$ cat src/hw/rtl/hsvrgb_pkg.sv
// Shared types and constants of the HSV to RGB converter.
`default_nettype none

package hsvrgb_pkg;

  localparam int HueW  = 12;
  localparam int PctW  = 7;
  localparam int ChanW = 8;
  localparam int SvW   = 14;  // product of two percentages, up to 10000
  localparam int XfW   = 9;   // position inside a sector, 0..480
  localparam int NumW  = 23;  // channel numerator over 4800000

  localparam int HueMax        = 2880;
  localparam int PctMax        = 100;
  localparam int SectorEighths = 480;

  // n*255 + Half fits in 31 bits; divide by 4800000 = 512 * 9375
  localparam int ScaledW    = 31;
  localparam int ChanMul    = 255;
  localparam int Half       = 2400000;
  localparam int DivShift   = 9;
  localparam int DivOdd     = 9375;
  localparam int ShiftedW   = ScaledW - DivShift;
  localparam int RecipMul   = 458129;  // floor(2^32 / 9375)
  localparam int RecipShift = 32;
  localparam int RecipW     = 19;
  localparam int ProdW      = ShiftedW + RecipW;

  typedef struct packed {
    logic valid;
    logic err;
  } stage_ctl_t;

  // channel order: red, green, blue
  typedef logic [2:0][NumW-1:0]  num_arr_t;
  typedef logic [2:0][ChanW-1:0] chan_arr_t;

endpackage

`default_nettype wire

$ cat src/hw/rtl/hsvrgb_mix.sv
// Front stages: range check, sector split, chroma and per-channel numerators.
`default_nettype none

module hsvrgb_mix (
  input  wire logic                          clk_i,
  input  wire logic                          rst_ni,
  input  wire logic                          in_valid_i,
  input  wire logic [hsvrgb_pkg::HueW-1:0]   hue_i,
  input  wire logic [hsvrgb_pkg::PctW-1:0]   saturation_i,
  input  wire logic [hsvrgb_pkg::PctW-1:0]   brightness_i,
  output hsvrgb_pkg::stage_ctl_t             ctl_o,
  output hsvrgb_pkg::num_arr_t               num_o
);

  localparam int HueW = hsvrgb_pkg::HueW;
  localparam int PctW = hsvrgb_pkg::PctW;
  localparam int SvW  = hsvrgb_pkg::SvW;
  localparam int XfW  = hsvrgb_pkg::XfW;
  localparam int NumW = hsvrgb_pkg::NumW;
  localparam int Sec  = hsvrgb_pkg::SectorEighths;

  // ---------------- stage 1 ----------------
  hsvrgb_pkg::stage_ctl_t s1_ctl_d, s1_ctl_q;
  logic [2:0]      sector_d, sector_q;
  logic [XfW-1:0]  xf_d, xf_q;
  logic [SvW-1:0]  sv_d, sv_q;
  logic [SvW-1:0]  mv_d, mv_q;
  logic [HueW-1:0] base;
  logic [HueW-1:0] offset;

  always_comb begin
    s1_ctl_d.valid = in_valid_i;
    s1_ctl_d.err   = (hue_i > HueW'(hsvrgb_pkg::HueMax))
                  || (saturation_i > PctW'(hsvrgb_pkg::PctMax))
                  || (brightness_i > PctW'(hsvrgb_pkg::PctMax));

    priority if (hue_i >= HueW'(6 * Sec)) begin
      sector_d = 3'd6; base = HueW'(6 * Sec);
    end else if (hue_i >= HueW'(5 * Sec)) begin
      sector_d = 3'd5; base = HueW'(5 * Sec);
    end else if (hue_i >= HueW'(4 * Sec)) begin
      sector_d = 3'd4; base = HueW'(4 * Sec);
    end else if (hue_i >= HueW'(3 * Sec)) begin
      sector_d = 3'd3; base = HueW'(3 * Sec);
    end else if (hue_i >= HueW'(2 * Sec)) begin
      sector_d = 3'd2; base = HueW'(2 * Sec);
    end else if (hue_i >= HueW'(Sec)) begin
      sector_d = 3'd1; base = HueW'(Sec);
    end else begin
      sector_d = 3'd0; base = '0;
    end

    offset = hue_i - base;
    // X rises through even sectors and falls through odd ones
    xf_d = sector_d[0] ? (XfW'(Sec) - offset[XfW-1:0]) : offset[XfW-1:0];
    sv_d = SvW'(saturation_i) * SvW'(brightness_i);
    mv_d = SvW'(PctW'(hsvrgb_pkg::PctMax) - saturation_i)
         * SvW'(brightness_i);
  end

  always_ff @(posedge clk_i or negedge rst_ni) begin
    if (!rst_ni) begin
      s1_ctl_q <= '0;
    end else begin
      s1_ctl_q <= s1_ctl_d;
    end
  end

  always_ff @(posedge clk_i) begin
    sector_q <= sector_d;
    xf_q     <= xf_d;
    sv_q     <= sv_d;
    mv_q     <= mv_d;
  end

  // ---------------- stage 2 ----------------
  hsvrgb_pkg::stage_ctl_t s2_ctl_q;
  hsvrgb_pkg::num_arr_t   num_d, num_q;
  logic [NumW-1:0] cn, xn, mn, cm, xm;

  always_comb begin
    cn = NumW'(sv_q) * NumW'(Sec);
    mn = NumW'(mv_q) * NumW'(Sec);
    xn = NumW'(sv_q) * NumW'(xf_q);
    cm = cn + mn;
    xm = xn + mn;
    unique case (sector_q)
      3'd0:    num_d = {mn, xm, cm};
      3'd1:    num_d = {mn, cm, xm};
      3'd2:    num_d = {xm, cm, mn};
      3'd3:    num_d = {cm, xm, mn};
      3'd4:    num_d = {cm, mn, xm};
      default: num_d = {xm, mn, cm};
    endcase
    // zero numerators scale to zero colour
    if (s1_ctl_q.err) begin
      num_d = '0;
    end
  end

  always_ff @(posedge clk_i or negedge rst_ni) begin
    if (!rst_ni) begin
      s2_ctl_q <= '0;
    end else begin
      s2_ctl_q <= s1_ctl_q;
    end
  end

  always_ff @(posedge clk_i) begin
    num_q <= num_d;
  end

  assign ctl_o = s2_ctl_q;
  assign num_o = num_q;

  xf_in_sector: assert property (@(posedge clk_i) disable iff (!rst_ni)
    (s1_ctl_q.valid && !s1_ctl_q.err) |-> (xf_q <= XfW'(Sec)))
    else $error("sector position out of range");

  err_zeroes_num: assert property (@(posedge clk_i) disable iff (!rst_ni)
    (s1_ctl_q.valid && s1_ctl_q.err) |=> (num_q == '0))
    else $error("range error did not clear numerators");

endmodule

`default_nettype wire

$ cat src/hw/rtl/hsvrgb_scale.sv
// Back stages: scale each numerator to 0..255 with round-half-up, three lanes.
`default_nettype none

module hsvrgb_scale (
  input  wire logic                   clk_i,
  input  wire logic                   rst_ni,
  input  wire hsvrgb_pkg::stage_ctl_t ctl_i,
  input  wire hsvrgb_pkg::num_arr_t   num_i,
  output hsvrgb_pkg::stage_ctl_t      ctl_o,
  output hsvrgb_pkg::chan_arr_t       chan_o
);

  localparam int ChanW    = hsvrgb_pkg::ChanW;
  localparam int ScaledW  = hsvrgb_pkg::ScaledW;
  localparam int ShiftedW = hsvrgb_pkg::ShiftedW;
  localparam int ProdW    = hsvrgb_pkg::ProdW;
  localparam int RShift   = hsvrgb_pkg::RecipShift;

  hsvrgb_pkg::stage_ctl_t s3_ctl_q, s4_ctl_q;
  logic [2:0][ShiftedW-1:0] x_q;
  logic [2:0][ChanW-1:0]    q0_q;
  logic [2:0][ShiftedW-1:0] rem;
  hsvrgb_pkg::chan_arr_t    chan_d, chan_q;

  for (genvar l = 0; l < 3; l++) begin : g_lane
    logic [ScaledW-1:0]  y;
    logic [ShiftedW-1:0] x_d;
    logic [ProdW-1:0]    prod;

    // stage 3: quotient estimate by reciprocal, low by at most one
    always_comb begin
      y    = ScaledW'(num_i[l]) * ScaledW'(hsvrgb_pkg::ChanMul)
           + ScaledW'(hsvrgb_pkg::Half);
      x_d  = y[ScaledW-1:hsvrgb_pkg::DivShift];
      prod = ProdW'(x_d) * ProdW'(hsvrgb_pkg::RecipMul);
    end

    always_ff @(posedge clk_i) begin
      x_q[l]  <= x_d;
      q0_q[l] <= prod[RShift+ChanW-1:RShift];
    end

    // stage 4: one correction step
    always_comb begin
      rem[l] = x_q[l] - ShiftedW'(q0_q[l]) * ShiftedW'(hsvrgb_pkg::DivOdd);
      chan_d[l] = q0_q[l]
                + ChanW'(rem[l] >= ShiftedW'(hsvrgb_pkg::DivOdd));
    end
  end

  always_ff @(posedge clk_i or negedge rst_ni) begin
    if (!rst_ni) begin
      s3_ctl_q <= '0;
      s4_ctl_q <= '0;
    end else begin
      s3_ctl_q <= ctl_i;
      s4_ctl_q <= s3_ctl_q;
    end
  end

  always_ff @(posedge clk_i) begin
    chan_q <= chan_d;
  end

  assign ctl_o  = s4_ctl_q;
  assign chan_o = chan_q;

  estimate_close: assert property (@(posedge clk_i) disable iff (!rst_ni)
    s3_ctl_q.valid |-> (rem[0] < ShiftedW'(2 * hsvrgb_pkg::DivOdd))
                    && (rem[1] < ShiftedW'(2 * hsvrgb_pkg::DivOdd))
                    && (rem[2] < ShiftedW'(2 * hsvrgb_pkg::DivOdd)))
    else $error("reciprocal estimate off by more than one");

  err_gives_black: assert property (@(posedge clk_i) disable iff (!rst_ni)
    (s4_ctl_q.valid && s4_ctl_q.err) |-> (chan_q == '0))
    else $error("range error with nonzero colour");

endmodule

`default_nettype wire

$ cat src/hw/rtl/hsv_to_rgb_converter_top.sv
// HSV to RGB converter top level: four-stage pipeline, one colour per clock.
//
//  channel  | signals                                   | transfer
//  ---------+-------------------------------------------+------------------------
//  command  | start_i, busy_o, hue_i, saturation_i,     | start_i && !busy_o
//           | brightness_i                              |
//  result   | done_o, red_o, green_o, blue_o,           | done_o, one cycle
//           | range_error_o                             |
//
// A command reaches done_o through the stages below; one command per cycle.
// Stages: sector/chroma products, channel numerators, reciprocal estimate, correction.
// busy_o stays low: the pipeline never stalls, since results cannot be held off.
// Reset clears the valid and error bits only; no result appears until a new command.
`default_nettype none

module hsv_to_rgb_converter_top (
  input  wire logic                        clk_i,
  input  wire logic                        rst_ni,
  input  wire logic                        start_i,
  output      logic                        busy_o,
  input  wire logic [hsvrgb_pkg::HueW-1:0] hue_i,
  input  wire logic [hsvrgb_pkg::PctW-1:0] saturation_i,
  input  wire logic [hsvrgb_pkg::PctW-1:0] brightness_i,
  output      logic                        done_o,
  output      logic [hsvrgb_pkg::ChanW-1:0] red_o,
  output      logic [hsvrgb_pkg::ChanW-1:0] green_o,
  output      logic [hsvrgb_pkg::ChanW-1:0] blue_o,
  output      logic                        range_error_o
);

  hsvrgb_pkg::stage_ctl_t mix_ctl, out_ctl;
  hsvrgb_pkg::num_arr_t   mix_num;
  hsvrgb_pkg::chan_arr_t  chan;
  logic                   accept;

  assign busy_o = 1'b0;
  assign accept = start_i && !busy_o;

  hsvrgb_mix u_mix (
    .clk_i        (clk_i),
    .rst_ni       (rst_ni),
    .in_valid_i   (accept),
    .hue_i        (hue_i),
    .saturation_i (saturation_i),
    .brightness_i (brightness_i),
    .ctl_o        (mix_ctl),
    .num_o        (mix_num)
  );

  hsvrgb_scale u_scale (
    .clk_i  (clk_i),
    .rst_ni (rst_ni),
    .ctl_i  (mix_ctl),
    .num_i  (mix_num),
    .ctl_o  (out_ctl),
    .chan_o (chan)
  );

  assign done_o        = out_ctl.valid;
  assign range_error_o = out_ctl.err;
  assign red_o         = chan[0];
  assign green_o       = chan[1];
  assign blue_o        = chan[2];

  accept_reaches_out: assert property (@(posedge clk_i) disable iff (!rst_ni)
    accept |=> ##3 done_o)
    else $error("accepted command produced no result");

endmodule

`default_nettype wire
$ cat config.mk
export PLATFORM = sky130hd
export DESIGN_NAME = hsv_to_rgb_converter_top
export DESIGN_NICKNAME = d
export VERILOG_FILES = /design/src/hw/rtl/hsvrgb_pkg.sv /design/src/hw/rtl/hsvrgb_mix.sv /design/src/hw/rtl/hsvrgb_scale.sv /design/src/hw/rtl/hsv_to_rgb_converter_top.sv
export SDC_FILE = /design/constraint.sdc
export NUM_CORES = 2
export LEC_CHECK = 0
export BUFFER_PORTS_ARGS = -buffer_cell sky130_fd_sc_hd__buf_2
export CAP_MARGIN = 20
export CORE_MARGIN = 1
export CORE_UTILIZATION = 40
export CTS_CLUSTER_DIAMETER = 80
export CTS_CLUSTER_SIZE = 8
export DETAILED_ROUTE_END_ITERATION = 6
export PLACE_DENSITY_LB_ADDON = 0.3
export RECOVER_POWER = 100
export SETUP_SLACK_MARGIN = 0.1
export SYNTH_ARGS = -nofsm -noshare
export SYNTH_HDL_FRONTEND = slang
export SYNTH_SLANG_ARGS = --single-unit
$ cat constraint.sdc
create_clock -name clk_i -period 9.74 [get_ports clk_i]
set_input_delay 0.487 -clock clk_i [delete_from_list [all_inputs] [get_ports clk_i]]
set_output_delay 0.487 -clock clk_i [all_outputs]
set_load 0.03 [all_outputs]
==> results.py <==
metrics = {
    "sta": {
        "finalSetupViolations": 2,
        "min_period_over_period": 1.00,
        "layout_min_cycle_time_ns": 9.78,
        "final_worst_slack_ns": -0.0428,
        "report.final.hold_viol_count": 0,
        "grt_setup_unrepaired": "yes",
        "clock.fmax_mhz": 102,
        "slew_headroom": -0.112,
        "worstMarginPinSlew_ns": 1.67,
        "skew_ns": 0.0270,
        "finalMaxSlewViolations": 38,
        "final.hold.worst_slack_ns": 0.110,
    },
    "critical_path": {
        "arrival_ns": 10.26,
        "timing.reg2reg.setup_slack_ns": -0.04,
        "criticalPathCategory": "flop to flop",
        "worst-r2r-cell-count": 38,
        "cp_slowest_stage_delay_ns": 0.61,
        "timing.critical_path.from_type": "flop",
        "rr_startpoint": "u_mix.num_o[10]",
        "timing.critical_path.to_type": "flop",
        "cp_max_fo": 4,
        "r2r_end": "u_scale.q0_q[7]",
        "path_common_cell": "fa_1",
        "worst_path_max_delay_cell": "fa_2",
        "data_required_critical_path_ns": 10.21,
    },
    "die": {
        "coreArea_um2": 144000,
        "dieArea_um2": 148000,
        "fp.dieW_um": 384,
        "die_height_um": 384,
        "floorplan.rows": 139,
        "num_io_pins": 56,
        "floorplan.initialDensity": 0.405,
    },
    "clock_network": {
        "insertion_delay_ns": 0.61,
        "clk_transition_reported_paths_ns": 0.05,
        "cts_made_buffers": 38,
        "htree_levels": 2,
        "cts_num_sinks": 230,
        "clockRootBuffer": "clkbuf_16",
        "clk_path_buf_depth": 3,
        "tritoncts_clock_tree": "built",
    },
    "placed_design": {
        "place.detailed.hpwl_um": 115000,
        "place_congestion": 0.941,
        "placement.io_buffers": 54,
    },
    "global_route": {
        "gr-total-overflow": 0,
        "grt_pass1_wl_um": 223000,
        "grt_max_degree": 60,
        "number_of_global_route_vias_before_repair": 45000,
        "groute.usage.overall": 0.185,
        "antenna_found_initial": 1,
    },
    "final_layout": {
        "areaGrowthSynthToFinish_pct": 15.4,
        "layout.cells.most_common_list": "inv_1 (1,590), fa_1 (1,029), ha_1 (976)",
        "seqCellArea_um2": 4710,
        "fin_nets": 8826,
        "post_route_cells_drive_above_1_share": 0.140,
        "multiInputGateArea_um2": 48700,
        "layout.cells.most_common": "inv_1",
        "fillers": 13700,
    },
    "route": {
        "total_wire_length_um": 133000,
        "remaining_drc_errors": 0,
        "route.detailed.vias_per_inst": 4.82,
        "avgRoutedWirePerCell_um": 15.4,
        "detailedRoute.firstIterationViolations": 1869,
        "route.antenna.remaining_nets": 0,
        "drt_first_pass_iters": 6,
        "via_count": 41700,
    },
    "yosys": {
        "synth_area_leader_cell": "fa_1",
        "postSynthNetCount": 8253,
        "yosysWarnings": 0,
        "post_synth_design_cell_area_um2": 58500,
        "syn_avg_cell_area_um2": 9.50,
        "netlist.area_leader.share": 0.361,
        "synth_edf_count": 0,
        "ys_async_sr_fraction": 0.0348,
        "netlist-cell-type-count": 105,
        "yosys_most_used_dff": "dfxtp_1",
        "number_of_synthesized_register_bits": 230,
        "synthTopCellsByArea": "fa_1 (36%), ha_1 (22%), inv_1 (10%), dfxtp_1 (7.6%), xnor2_1 (3.7%)",
        "ys_seq_area_frac": 0.0794,
        "synthCells": 6161,
    },
    "flow_run": {
        "max_cap_viol_count": 1,
    },
    "run_status": {
        "violations": "max-capacitance violations, max-slew violations, negative setup slack",
        "status": "finished with violations",
    },
    "hold_path": {
        "holdCritStartpoint": "hue_i[3]",
        "timing.hold.worst_path_depth": 2,
        "whs_endpoint": "u_mix.xf_q[3]",
        "worstHoldPathType": "input pin to flop",
    },
}
-- logic make-up after synthesis --
group	count (synthesis)	share of synthesized area
AO/OA/AOI/OAI	809	0.0924
AND/OR/NAND/NOR	932	0.0775
XOR/XNOR	392	0.0613
multiplexers	7	0.00122
flip-flops	230	0.0794
other	1	0.0000641
buffers and inverters	1723	0.111
adder cells (fa/ha/maj)	2067	0.577
-- synthesized netlist by cell type, types with 45 or more instances --
master,n
nor3_1,63
nand3_1,45
fa_1,1055
inv_1,1636
dfxtp_1,222
nor2_1,215
xor2_1,130
a21oi_1,221
a211oi_1,47
ha_1,1008
clkbuf_1,77
a21o_1,94
xnor2_1,246
o21a_1,46
and2_1,127
nand2_1,281
o21ai_0,131
-- worst max-delay path by stage --
stage                         start  slack [ns]                to  depth (start not counted)
CTS                 u_mix.num_o[36]       -0.05  u_scale.q0_q[15]                         39
global route        u_mix.num_o[12]       -0.52   u_scale.q0_q[7]                         39
detailed placement  u_mix.num_o[35]       -0.34  u_scale.q0_q[15]                         37
finish              u_mix.num_o[10]       -0.04   u_scale.q0_q[7]                         38
global placement    u_mix.num_o[49]       -0.20  u_scale.q0_q[19]                         39
floorplan           u_mix.num_o[11]        0.10   u_scale.q0_q[7]                         38
-- worst max-delay path, delay by kind of cell, from the launching register on --
kind	cells	cell delay, ns
AO/OA/AOI/OAI	16	3.03
adder cells (fa/ha/maj)	12	5.36
buffers and inverters	6	0.49
XOR/XNOR	2	0.20
flip-flops	1	0.36
AND/OR/NAND/NOR	2	0.22
-- state kept, by name, indices dropped and copies added, names as in the netlist --
register          count
u_mix.xf_q            9
u_scale.q0_q         24
u_mix.s1_ctl_q        2
u_scale.x_q          66
u_scale.s3_ctl_q      2
u_mix.sv_q           14
u_scale.ctl_o         2
u_mix.num_o          69
u_mix.ctl_o           2
u_mix.sector_q        3
u_scale.chan_o       24
u_mix.mv_q           13
-- per-layer routing --
| layer | wire (µm) | track usage | share of wire |
|---|---|---|---|
| met4 | 2440 | 0.0398 | 0.018 |
| met2 | 64800 | 0.323 | 0.49 |
| met1 | 61000 | 0.246 | 0.46 |
| met5 | 0 | 0 | 0 |
| met3 | 4590 | 0.0186 | 0.035 |
-- area by class of cell --
| cell class | instances | share of cell area |
|---|---|---|
| diodes | 2 | 0.0000741 |
| clock buffers | 46 | 0.0155 |
| clock inverters | 7 | 0.00135 |
| inverters | 1637 | 0.0911 |
| multi-input cells | 4208 | 0.721 |
| flip-flops and latches | 230 | 0.0697 |
| well taps | 1903 | 0.0353 |
| repair buffers | 619 | 0.0662 |
-- what timing repair did --
action | CTS | global route
pin swaps | 75 | 143
resized for setup | 95 | 200
buffers inserted | 58 | 33
cloned | 0 | 0
setup endpoints to repair | 18 | 24
hold endpoints to repair | 10 | 0
hold buffers | 3 | 0
-- stage by stage --
stage          setup TNS, ns  utilization  worst slack [ns]  instances  area (µm²)
6_report             -0.0617        0.468           -0.0428       8652       67500
5_1_grt                -6.27        0.468            -0.522       8650       67500
4_1_cts              -0.0566        0.462           -0.0546       8629       66700
3_5_place_dp           -2.79        0.448            -0.336       8515       64700
3_3_place_gp           -1.31        0.448            -0.196       8515       64700
2_1_floorplan              0            -             0.102       6161       58800
Power is not shown: default switching activity piles up to over one toggle a cycle in this logic, so the estimate is an artifact.
